`src/design/emr_pkg.sv`:
```
// ----------------------------------------------------------------------------
// emr_pkg: shared types and constants for the int8 elementwise multiply block
// Field widths, register index codes, reset values and pipeline depth.
// ----------------------------------------------------------------------------
package emr_pkg;

    localparam int VAL_W      = 8;    // input operand bytes
    localparam int OFF_W      = 9;    // operand offsets
    localparam int ROFF_W     = 8;    // result offset
    localparam int MULT_W     = 32;   // requant multiplier
    localparam int SHIFT_W    = 6;    // requant shift
    localparam int OUT_W      = 8;    // result byte
    localparam int SUM_W      = 10;   // operand + offset
    localparam int PROD_W     = 2 * SUM_W;
    localparam int ACC_W      = 32;
    localparam int WIDE_W     = 2 * ACC_W;
    localparam int CFG_IDX_W  = 3;
    localparam int CFG_DATA_W = 32;
    localparam int NSTAGE     = 8;

    typedef enum logic [CFG_IDX_W-1:0] {
        REG_FIRST_OFFSET  = 3'd0,
        REG_SECOND_OFFSET = 3'd1,
        REG_RESULT_OFFSET = 3'd2,
        REG_REQUANT_MULT  = 3'd3,
        REG_REQUANT_SHIFT = 3'd4,
        REG_CLAMP_LOW     = 3'd5,
        REG_CLAMP_HIGH    = 3'd6
    } t_reg_idx;

    localparam logic signed [MULT_W-1:0] MULT_RST       = 32'sh4000_0000;
    localparam logic signed [OUT_W-1:0]  CLAMP_LOW_RST  = 8'sh80;
    localparam logic signed [OUT_W-1:0]  CLAMP_HIGH_RST = 8'sh7F;

    localparam logic signed [ACC_W-1:0]  ACC_MIN = 32'sh8000_0000;
    localparam logic signed [ACC_W-1:0]  ACC_MAX = 32'sh7FFF_FFFF;

    // rounding nudge of the doubling high multiply, by sign of the product
    localparam logic signed [WIDE_W-1:0] NUDGE_POS = 64'sh0000_0000_4000_0000;
    localparam logic signed [WIDE_W-1:0] NUDGE_NEG = 64'shFFFF_FFFF_C000_0001;
    // bias that turns the floor shift into truncation toward zero
    localparam logic signed [WIDE_W-1:0] TRUNC_BIAS = 64'sh0000_0000_7FFF_FFFF;

endpackage

```
`src/design/emr_in_if.sv`:
```
// ----------------------------------------------------------------------------
// emr_in_if: operand stream channel
// Valid/ready channel carrying one operand pair and the last-element flag.
// ----------------------------------------------------------------------------
interface emr_in_if;
    logic                                 valid;
    logic                                 ready;
    logic signed [emr_pkg::VAL_W-1:0]     first_value;
    logic signed [emr_pkg::VAL_W-1:0]     second_value;
    logic                                 is_last;

    modport source (output valid, output first_value, output second_value,
                    output is_last, input ready);
    modport sink   (input valid, input first_value, input second_value,
                    input is_last, output ready);
endinterface

```
`src/design/emr_out_if.sv`:
```
// ----------------------------------------------------------------------------
// emr_out_if: result stream channel
// Valid/ready channel carrying one requantized byte and the last-element flag.
// ----------------------------------------------------------------------------
interface emr_out_if;
    logic                                 valid;
    logic                                 ready;
    logic signed [emr_pkg::OUT_W-1:0]     product_byte;
    logic                                 last_out;

    modport source (output valid, output product_byte, output last_out,
                    input ready);
    modport sink   (input valid, input product_byte, input last_out,
                    output ready);
endinterface

```
`src/design/int8_elementwise_mul_requant_top.sv`:
```
// ----------------------------------------------------------------------------
// int8_elementwise_mul_requant_top: int8 elementwise multiply with requant
// Offsets two signed bytes, multiplies them, requantizes with a Q31 multiplier
// and signed shift, adds the output offset and clamps to the activation range.
// ----------------------------------------------------------------------------
//
//  channel   dir  handshake        payload
//  --------  ---  ---------------  ----------------------------------------
//  i_in      in   valid / ready    first_value, second_value, is_last
//  o_out     out  valid / ready    product_byte, last_out
//  i_cfg_*   in   write enable     register index, write data
//
//  One transaction per cycle sustained while o_out is ready, through an
//  8-stage pipeline (offset add, 10x10 multiply, left shift, 32x32 multiply,
//  nudge add, truncation, rounding right shift, offset add and clamp).
//  Each stage holds its data while the next one is full and stalled, so
//  bubbles are squeezed out and nothing is lost or repeated.
//  Synchronous active-low reset clears the valid bits and loads the configuration registers with their reset values.
//
module int8_elementwise_mul_requant_top (
    input  logic                                  i_clk,
    input  logic                                  i_rst_n,
    emr_in_if.sink                                i_in,
    emr_out_if.source                             o_out,
    input  logic                                  i_cfg_we,
    input  logic [emr_pkg::CFG_IDX_W-1:0]         i_cfg_idx,
    input  logic [emr_pkg::CFG_DATA_W-1:0]        i_cfg_wdata
);

    localparam int N = emr_pkg::NSTAGE;

    // configuration registers
    logic signed [emr_pkg::OFF_W-1:0]   r_first_off;
    logic signed [emr_pkg::OFF_W-1:0]   r_second_off;
    logic signed [emr_pkg::ROFF_W-1:0]  r_result_off;
    logic signed [emr_pkg::MULT_W-1:0]  r_mult;
    logic signed [emr_pkg::SHIFT_W-1:0] r_shift;
    logic signed [emr_pkg::OUT_W-1:0]   r_clamp_low;
    logic signed [emr_pkg::OUT_W-1:0]   r_clamp_high;

    always_ff @(posedge i_clk) begin
        if (!i_rst_n) begin
            r_first_off  <= '0;
            r_second_off <= '0;
            r_result_off <= '0;
            r_mult       <= emr_pkg::MULT_RST;
            r_shift      <= '0;
            r_clamp_low  <= emr_pkg::CLAMP_LOW_RST;
            r_clamp_high <= emr_pkg::CLAMP_HIGH_RST;
        end else if (i_cfg_we) begin
            unique case (emr_pkg::t_reg_idx'(i_cfg_idx))
                emr_pkg::REG_FIRST_OFFSET:  r_first_off  <= i_cfg_wdata[emr_pkg::OFF_W-1:0];
                emr_pkg::REG_SECOND_OFFSET: r_second_off <= i_cfg_wdata[emr_pkg::OFF_W-1:0];
                emr_pkg::REG_RESULT_OFFSET: r_result_off <= i_cfg_wdata[emr_pkg::ROFF_W-1:0];
                emr_pkg::REG_REQUANT_MULT:  r_mult       <= i_cfg_wdata[emr_pkg::MULT_W-1:0];
                emr_pkg::REG_REQUANT_SHIFT: r_shift      <= i_cfg_wdata[emr_pkg::SHIFT_W-1:0];
                emr_pkg::REG_CLAMP_LOW:     r_clamp_low  <= i_cfg_wdata[emr_pkg::OUT_W-1:0];
                emr_pkg::REG_CLAMP_HIGH:    r_clamp_high <= i_cfg_wdata[emr_pkg::OUT_W-1:0];
                default: ;
            endcase
        end
    end

    // ------------------------------------------------------------------
    // pipeline control: a stage loads when it is empty or its data moves on
    // ------------------------------------------------------------------
    logic [N-1:0] r_vld;
    logic [N-1:0] r_last;
    logic [N-1:0] w_adv;

    always_comb begin
        w_adv[N-1] = !r_vld[N-1] || o_out.ready;
        for (int k = N - 2; k >= 0; k--) begin
            w_adv[k] = !r_vld[k] || w_adv[k+1];
        end
    end

    always_ff @(posedge i_clk) begin
        if (!i_rst_n) begin
            r_vld <= '0;
        end else begin
            if (w_adv[0]) begin
                r_vld[0] <= i_in.valid;
            end
            for (int k = 1; k < N; k++) begin
                if (w_adv[k]) begin
                    r_vld[k] <= r_vld[k-1];
                end
            end
        end
    end

    always_ff @(posedge i_clk) begin
        if (w_adv[0]) begin
            r_last[0] <= i_in.is_last;
        end
        for (int k = 1; k < N; k++) begin
            if (w_adv[k]) begin
                r_last[k] <= r_last[k-1];
            end
        end
    end

    assign i_in.ready = w_adv[0];

    // ------------------------------------------------------------------
    // datapath
    // ------------------------------------------------------------------
    logic signed [emr_pkg::SUM_W-1:0]  r_a;
    logic signed [emr_pkg::SUM_W-1:0]  r_b;
    logic signed [emr_pkg::PROD_W-1:0] r_prod;
    logic signed [emr_pkg::ACC_W-1:0]  r_x;
    logic signed [emr_pkg::WIDE_W-1:0] r_wide;
    logic                              r_neg;
    logic [1:0]                        r_sat;   // both operands at the minimum
    logic signed [emr_pkg::WIDE_W-1:0] r_nudged;
    logic signed [emr_pkg::ACC_W-1:0]  r_hm;
    logic signed [emr_pkg::ACC_W-1:0]  r_rs;
    logic signed [emr_pkg::OUT_W-1:0]  r_out;

    logic signed [emr_pkg::ACC_W-1:0]  w_prod_ext;
    logic                              w_shl;
    logic                              w_shr;
    logic signed [emr_pkg::WIDE_W-1:0] w_trunc;
    logic [emr_pkg::SHIFT_W-1:0]       w_e;
    logic signed [emr_pkg::ACC_W:0]    w_x33;
    logic signed [emr_pkg::ACC_W:0]    w_floor;
    logic [emr_pkg::ACC_W:0]           w_mask;
    logic [emr_pkg::ACC_W:0]           w_rem;
    logic [emr_pkg::ACC_W:0]           w_thr;
    logic signed [emr_pkg::ACC_W-1:0]  w_rounded;
    logic signed [emr_pkg::ACC_W:0]    w_sum;
    logic signed [emr_pkg::ACC_W:0]    w_lo;
    logic signed [emr_pkg::ACC_W:0]    w_hi;
    logic signed [emr_pkg::ACC_W:0]    w_clamped;

    assign w_shl = !r_shift[emr_pkg::SHIFT_W-1] && (r_shift != '0);
    assign w_shr = r_shift[emr_pkg::SHIFT_W-1];
    assign w_prod_ext = {{(emr_pkg::ACC_W - emr_pkg::PROD_W){r_prod[emr_pkg::PROD_W-1]}},
                         r_prod};

    // truncating divide by 2^31: bias negative values before the floor shift
    assign w_trunc = r_nudged[emr_pkg::WIDE_W-1] ? r_nudged + emr_pkg::TRUNC_BIAS : r_nudged;

    // rounding right shift, half away from zero; a shift of 32 works in 33 bits
    always_comb begin
        w_e     = emr_pkg::SHIFT_W'(-r_shift);
        w_x33   = {r_hm[emr_pkg::ACC_W-1], r_hm};
        w_floor = w_x33 >>> w_e;
        w_mask  = (33'd1 << w_e) - 33'd1;
        w_rem   = w_x33 & w_mask;
        w_thr   = (w_mask >> 1) + {32'd0, w_floor[emr_pkg::ACC_W]};
        w_rounded = w_floor[emr_pkg::ACC_W-1:0] + ((w_rem > w_thr) ? 32'sd1 : 32'sd0);
    end

    // output offset and clamp, low bound first so inverted bounds give high
    always_comb begin
        w_sum = {r_rs[emr_pkg::ACC_W-1], r_rs}
              + {{(emr_pkg::ACC_W + 1 - emr_pkg::ROFF_W){r_result_off[emr_pkg::ROFF_W-1]}},
                 r_result_off};
        w_lo  = {{(emr_pkg::ACC_W + 1 - emr_pkg::OUT_W){r_clamp_low[emr_pkg::OUT_W-1]}},
                 r_clamp_low};
        w_hi  = {{(emr_pkg::ACC_W + 1 - emr_pkg::OUT_W){r_clamp_high[emr_pkg::OUT_W-1]}},
                 r_clamp_high};
        w_clamped = (w_sum < w_lo) ? w_lo : w_sum;
        if (w_clamped > w_hi) begin
            w_clamped = w_hi;
        end
    end

    always_ff @(posedge i_clk) begin
        if (w_adv[0]) begin
            r_a <= {{(emr_pkg::SUM_W - emr_pkg::VAL_W){i_in.first_value[emr_pkg::VAL_W-1]}},
                    i_in.first_value}
                 + {r_first_off[emr_pkg::OFF_W-1], r_first_off};
            r_b <= {{(emr_pkg::SUM_W - emr_pkg::VAL_W){i_in.second_value[emr_pkg::VAL_W-1]}},
                    i_in.second_value}
                 + {r_second_off[emr_pkg::OFF_W-1], r_second_off};
        end
        if (w_adv[1]) begin
            r_prod <= r_a * r_b;
        end
        if (w_adv[2]) begin
            r_x <= w_shl ? (w_prod_ext << r_shift[emr_pkg::SHIFT_W-2:0]) : w_prod_ext;
        end
        if (w_adv[3]) begin
            r_wide   <= r_x * r_mult;
            r_neg    <= r_x[emr_pkg::ACC_W-1] ^ r_mult[emr_pkg::MULT_W-1];
            r_sat[0] <= (r_x == emr_pkg::ACC_MIN) && (r_mult == emr_pkg::ACC_MIN);
        end
        if (w_adv[4]) begin
            r_nudged <= r_wide + (r_neg ? emr_pkg::NUDGE_NEG : emr_pkg::NUDGE_POS);
            r_sat[1] <= r_sat[0];
        end
        if (w_adv[5]) begin
            r_hm <= r_sat[1] ? emr_pkg::ACC_MAX : w_trunc[2*emr_pkg::ACC_W-2:emr_pkg::ACC_W-1];
        end
        if (w_adv[6]) begin
            r_rs <= w_shr ? w_rounded : r_hm;
        end
        if (w_adv[7]) begin
            r_out <= w_clamped[emr_pkg::OUT_W-1:0];
        end
    end

    assign o_out.valid        = r_vld[N-1];
    assign o_out.product_byte = r_out;
    assign o_out.last_out     = r_last[N-1];

endmodule

```
`src/flat_wrapper.sv`:
```
// flat-port wrapper written by rule: the top's interface ports become plain ports
module int8_elementwise_mul_requant_top_flat 
  (i_clk, i_rst_n, i_cfg_we, i_cfg_idx, i_cfg_wdata, i_in_valid, i_in_first_value, i_in_second_value, i_in_is_last, i_in_ready, o_out_valid, o_out_product_byte, o_out_last_out, o_out_ready);
  emr_in_if i_in_i ();
  emr_out_if o_out_i ();
  input  logic i_clk;
  input  logic i_rst_n;
  input  logic i_cfg_we;
  input  logic [emr_pkg::CFG_IDX_W-1:0] i_cfg_idx;
  input  logic [emr_pkg::CFG_DATA_W-1:0] i_cfg_wdata;
  input wire logic [$bits(i_in_i.valid)-1:0] i_in_valid;
  input wire logic [$bits(i_in_i.first_value)-1:0] i_in_first_value;
  input wire logic [$bits(i_in_i.second_value)-1:0] i_in_second_value;
  input wire logic [$bits(i_in_i.is_last)-1:0] i_in_is_last;
  output wire logic [$bits(i_in_i.ready)-1:0] i_in_ready;
  output wire logic [$bits(o_out_i.valid)-1:0] o_out_valid;
  output wire logic [$bits(o_out_i.product_byte)-1:0] o_out_product_byte;
  output wire logic [$bits(o_out_i.last_out)-1:0] o_out_last_out;
  input wire logic [$bits(o_out_i.ready)-1:0] o_out_ready;
  assign i_in_i.valid = i_in_valid;
  assign i_in_i.first_value = i_in_first_value;
  assign i_in_i.second_value = i_in_second_value;
  assign i_in_i.is_last = i_in_is_last;
  assign i_in_ready = i_in_i.ready;
  assign o_out_valid = o_out_i.valid;
  assign o_out_product_byte = o_out_i.product_byte;
  assign o_out_last_out = o_out_i.last_out;
  assign o_out_i.ready = o_out_ready;
  int8_elementwise_mul_requant_top u_core (.i_clk(i_clk), .i_rst_n(i_rst_n), .i_in(i_in_i), .o_out(o_out_i), .i_cfg_we(i_cfg_we), .i_cfg_idx(i_cfg_idx), .i_cfg_wdata(i_cfg_wdata));
endmodule
```
`config.mk`:
```
export PLATFORM = sky130hd
export DESIGN_NAME = int8_elementwise_mul_requant_top_flat
export DESIGN_NICKNAME = d
export VERILOG_FILES = /design/src/design/emr_pkg.sv /design/src/design/emr_in_if.sv /design/src/design/emr_out_if.sv /design/src/design/int8_elementwise_mul_requant_top.sv /design/src/flat_wrapper.sv
export SDC_FILE = /design/constraint.sdc
export NUM_CORES = 2
export LEC_CHECK = 0
export ABC_AREA = 1
export BUFFER_PORTS_ARGS = -buffer_cell sky130_fd_sc_hd__buf_2
export CELL_PAD_IN_SITES_DETAIL_PLACEMENT = 0
export CELL_PAD_IN_SITES_GLOBAL_PLACEMENT = 1
export CORE_MARGIN = 5
export CORE_UTILIZATION = 40
export CTS_CLUSTER_DIAMETER = 40
export DETAILED_ROUTE_END_ITERATION = 12
export GPL_TIMING_DRIVEN = 0
export PLACE_DENSITY = 0.69
export SETUP_SLACK_MARGIN = 0.4
export SYNTH_ARGS = -nofsm -noshare
export SYNTH_HDL_FRONTEND = slang
export SYNTH_SLANG_ARGS = --single-unit
```
`constraint.sdc`:
```
create_clock -name i_clk -period 17.2 [get_ports i_clk]
set_clock_uncertainty 0.1 [all_clocks]
set_input_delay 4.3 -clock i_clk [delete_from_list [all_inputs] [get_ports i_clk]]
set_output_delay 4.3 -clock i_clk [all_outputs]
set_load 0.02 [all_outputs]
```
==> qor.txt <==
run status - finished with violations
failing checks - capacitance limit
clk sink count - 371
WL met3 - 19300 um
max cap viols - 1
most frequent cells in the layout - nand2_1 (2126), inv_1 (1999), fa_1 (1176)
gpl congestion - 0.976
Starting DRT DRC Count - 4669
initial antenna violation count - 6
Tcrit/Tclk final - 75.9%
H-tree depth - 3
CTS Buf Count - 66
synth warn - 0
Post-Route WL - 251000 um
Tmin final - 13060 ps
port bufs - 66
vias per cell - 5.16
met2 routed WL - 112000 um
Via Count - 58.2k
slew margin rel. - 0.0185%
Placed Area - 0.0721 sq mm
WL/cell - 22.3 um
Residual DRC - 0
Worst-Margin Slew - 1500 ps
layout cell share with drive strength beyond 1 - 4.30%
Met1 Wirelength - 110000 um
Ports - 68
Area contributors post-synth - fa_1 (34%), edfxtp_1 (12%), nand2_1 (12%), inv_1 (11%), ha_1 (7.7%)
first-pass GRT wire length - 379000 um
Tot GR Track Use - 27.9%
Synth top area share - 34.2%
CP Capture Type - output pin
Post-DP HPWL - 215000 um
#FFs+latches synth - 371
Worst EP required - 12800 ps
largest net degree at the start of global routing - 48
design area - 0.0746 sq mm
number of global-route vias before repair - 59.7k
Total Negative Setup Slacks - 0 ps
drt first pass iters - 6
RSZ-0062 raised after global routing - false
Core Region - 0.171 sq mm
DR top layer - met4
power per cell area - 214 mW/mm^2
Achievable Freq - 76.6 MHz
area grow syn2layout - 8.38%
count of final hold-check violations - 0
mapped cell area - 0.0689 sq mm
CP max FO - 35
Hold WC Path Type - reg2reg
critical setup path kind - in2out
Die ar. - 0.181 sq mm
antenna violation net count after detailed routing - 0
# nets final - 10.6k
asr flop ratio synth - 0%
Die Span Y - 425 um
DIE WIDTH - 425 um
FP Rows - 152
post-synth cell types - 65
Skew-Pair Late Insertion Delay - 660 ps
CTS tree - built
Max Slew Vio Count - 0
Clk Tree Root Cell - clkbuf_16
gr ovfl total - 0
Synth Flop Type - edfxtp_1
initial core utilization - 40.2%
Post-CTS Resized - 0
clock transition at the registers of the reported paths - 50 ps
Final setup viols - 0
commonest non-fill, non-tap cell in the layout - nand2_1
Leakage Power - 0.0371 uW
Post-CTS Setup Inserts - 0
Post-synth EDFFs - 283
Startpoint Class - input pin
Arr. time, crit path - 8660 ps
Mapped Cells - 8768
cts hold-fix bufs - 0
CTS Buffer Depth - 3
syn avg cell area - 7.85 sq um
Syn Nets - 10.4k
Worst IR Drop VDD - 0.230 mV
Synth area leader - fa_1
Seq/Total Area, Yosys - 14.9%
==> synthesized netlist by cell type (all sizes together), types with 63 or more instances <==
master,n
edfxtp,283
nor3,69
nand3,326
xnor2,77
fa,1176
inv,2026
a21oi,296
nor2,581
nand4,63
nand2,2150
xor2,156
dfxtp,88
clkbuf,323
ha,426
o21ai,377
==> worst paths after layout <==
kind                            cells past startpoint  slack, ps             from           endpoint
worst max register to register                     20       7260   u_core.r_x[31]  u_core.r_wide[61]
worst min-delay path                                0        320  u_core.r_sat[0]    u_core.r_sat[1]
worst min register to register                      0        320  u_core.r_sat[0]    u_core.r_sat[1]
worst max-delay path                               16       4140      o_out_ready         i_in_ready
==> flip-flops by register name (all words and copies together) (netlist names), 9 cells and up <==
name / cells
u_core.r_mult: 32
u_core.r_b: 10
u_core.r_a: 10
u_core.r_rs: 32
u_core.r_prod: 20
u_core.r_hm: 32
u_core.r_x: 32
u_core.r_wide: 64
u_core.r_nudged: 64
u_core.r_second_off: 9
u_core.r_first_off: 9
==> report_power, final <==
part | internal [uW] | switching (uW)
clock network | 902 | 513
registers | 1730 | 218
logic | 4200 | 8370
==> through the flow <==
stage / utilization [%] / hold WS [ps] / setup WS, ps / total power, uW / instances
after floorplan: - / 300 / 2150 / 10100 / 8768
after global placement: 42.1 / 306 / -261 / 14300 / 11100
after detailed placement: 42.1 / 305 / 2770 / 14400 / 11100
after CTS: 43.5 / 323 / 2730 / 15900 / 11300
after global routing: 43.5 / 326 / 3710 / 17400 / 11300
final: 43.6 / 319 / 4140 / 15900 / 11300
==> area by class of cell <==
cell class	count	area (sq um)
multi-input cells	5994	49400
repair buffers	72	464
clock inverters	42	594
clock buffers	79	1800
fillers	17700	96700
diodes	7	17.5
flip-flops and latches	371	10300
well taps	2310	2890
plain buffers	374	1540
inverters	2029	7620
==> cells by family after synthesis <==
family	count (synthesis)	share of synthesized area, %
AND/OR/NAND/NOR	3295	19.8
buffers and inverters	2403	13.3
adder cells (fa/ha/maj)	1602	41.9
AO/OA/AOI/OAI	858	6.96
flip-flops	371	14.9
XOR/XNOR	233	3.00
multiplexers	6	0.0872
==> metal layers <==
layer  GRT usage (%)  vias up
li1                -    26800
met1            38.7    29100
met2            43.9     1946
met3            5.35      409
met4            9.90        0
met5               0        -
==> worst max-delay path, stage by stage <==
cell	delay, ps
buf_2	80
nor2_1	30
inv_1	300
nor2_1	90
inv_2	590
nor2_1	80
inv_1	420
nor2_1	100
inv_2	390
nor2_1	100
inv_2	400
nor2_1	80
inv_1	380
nor2_1	160
nand2_1	770
buf_2	310
(Power assumes the default switching activity.)
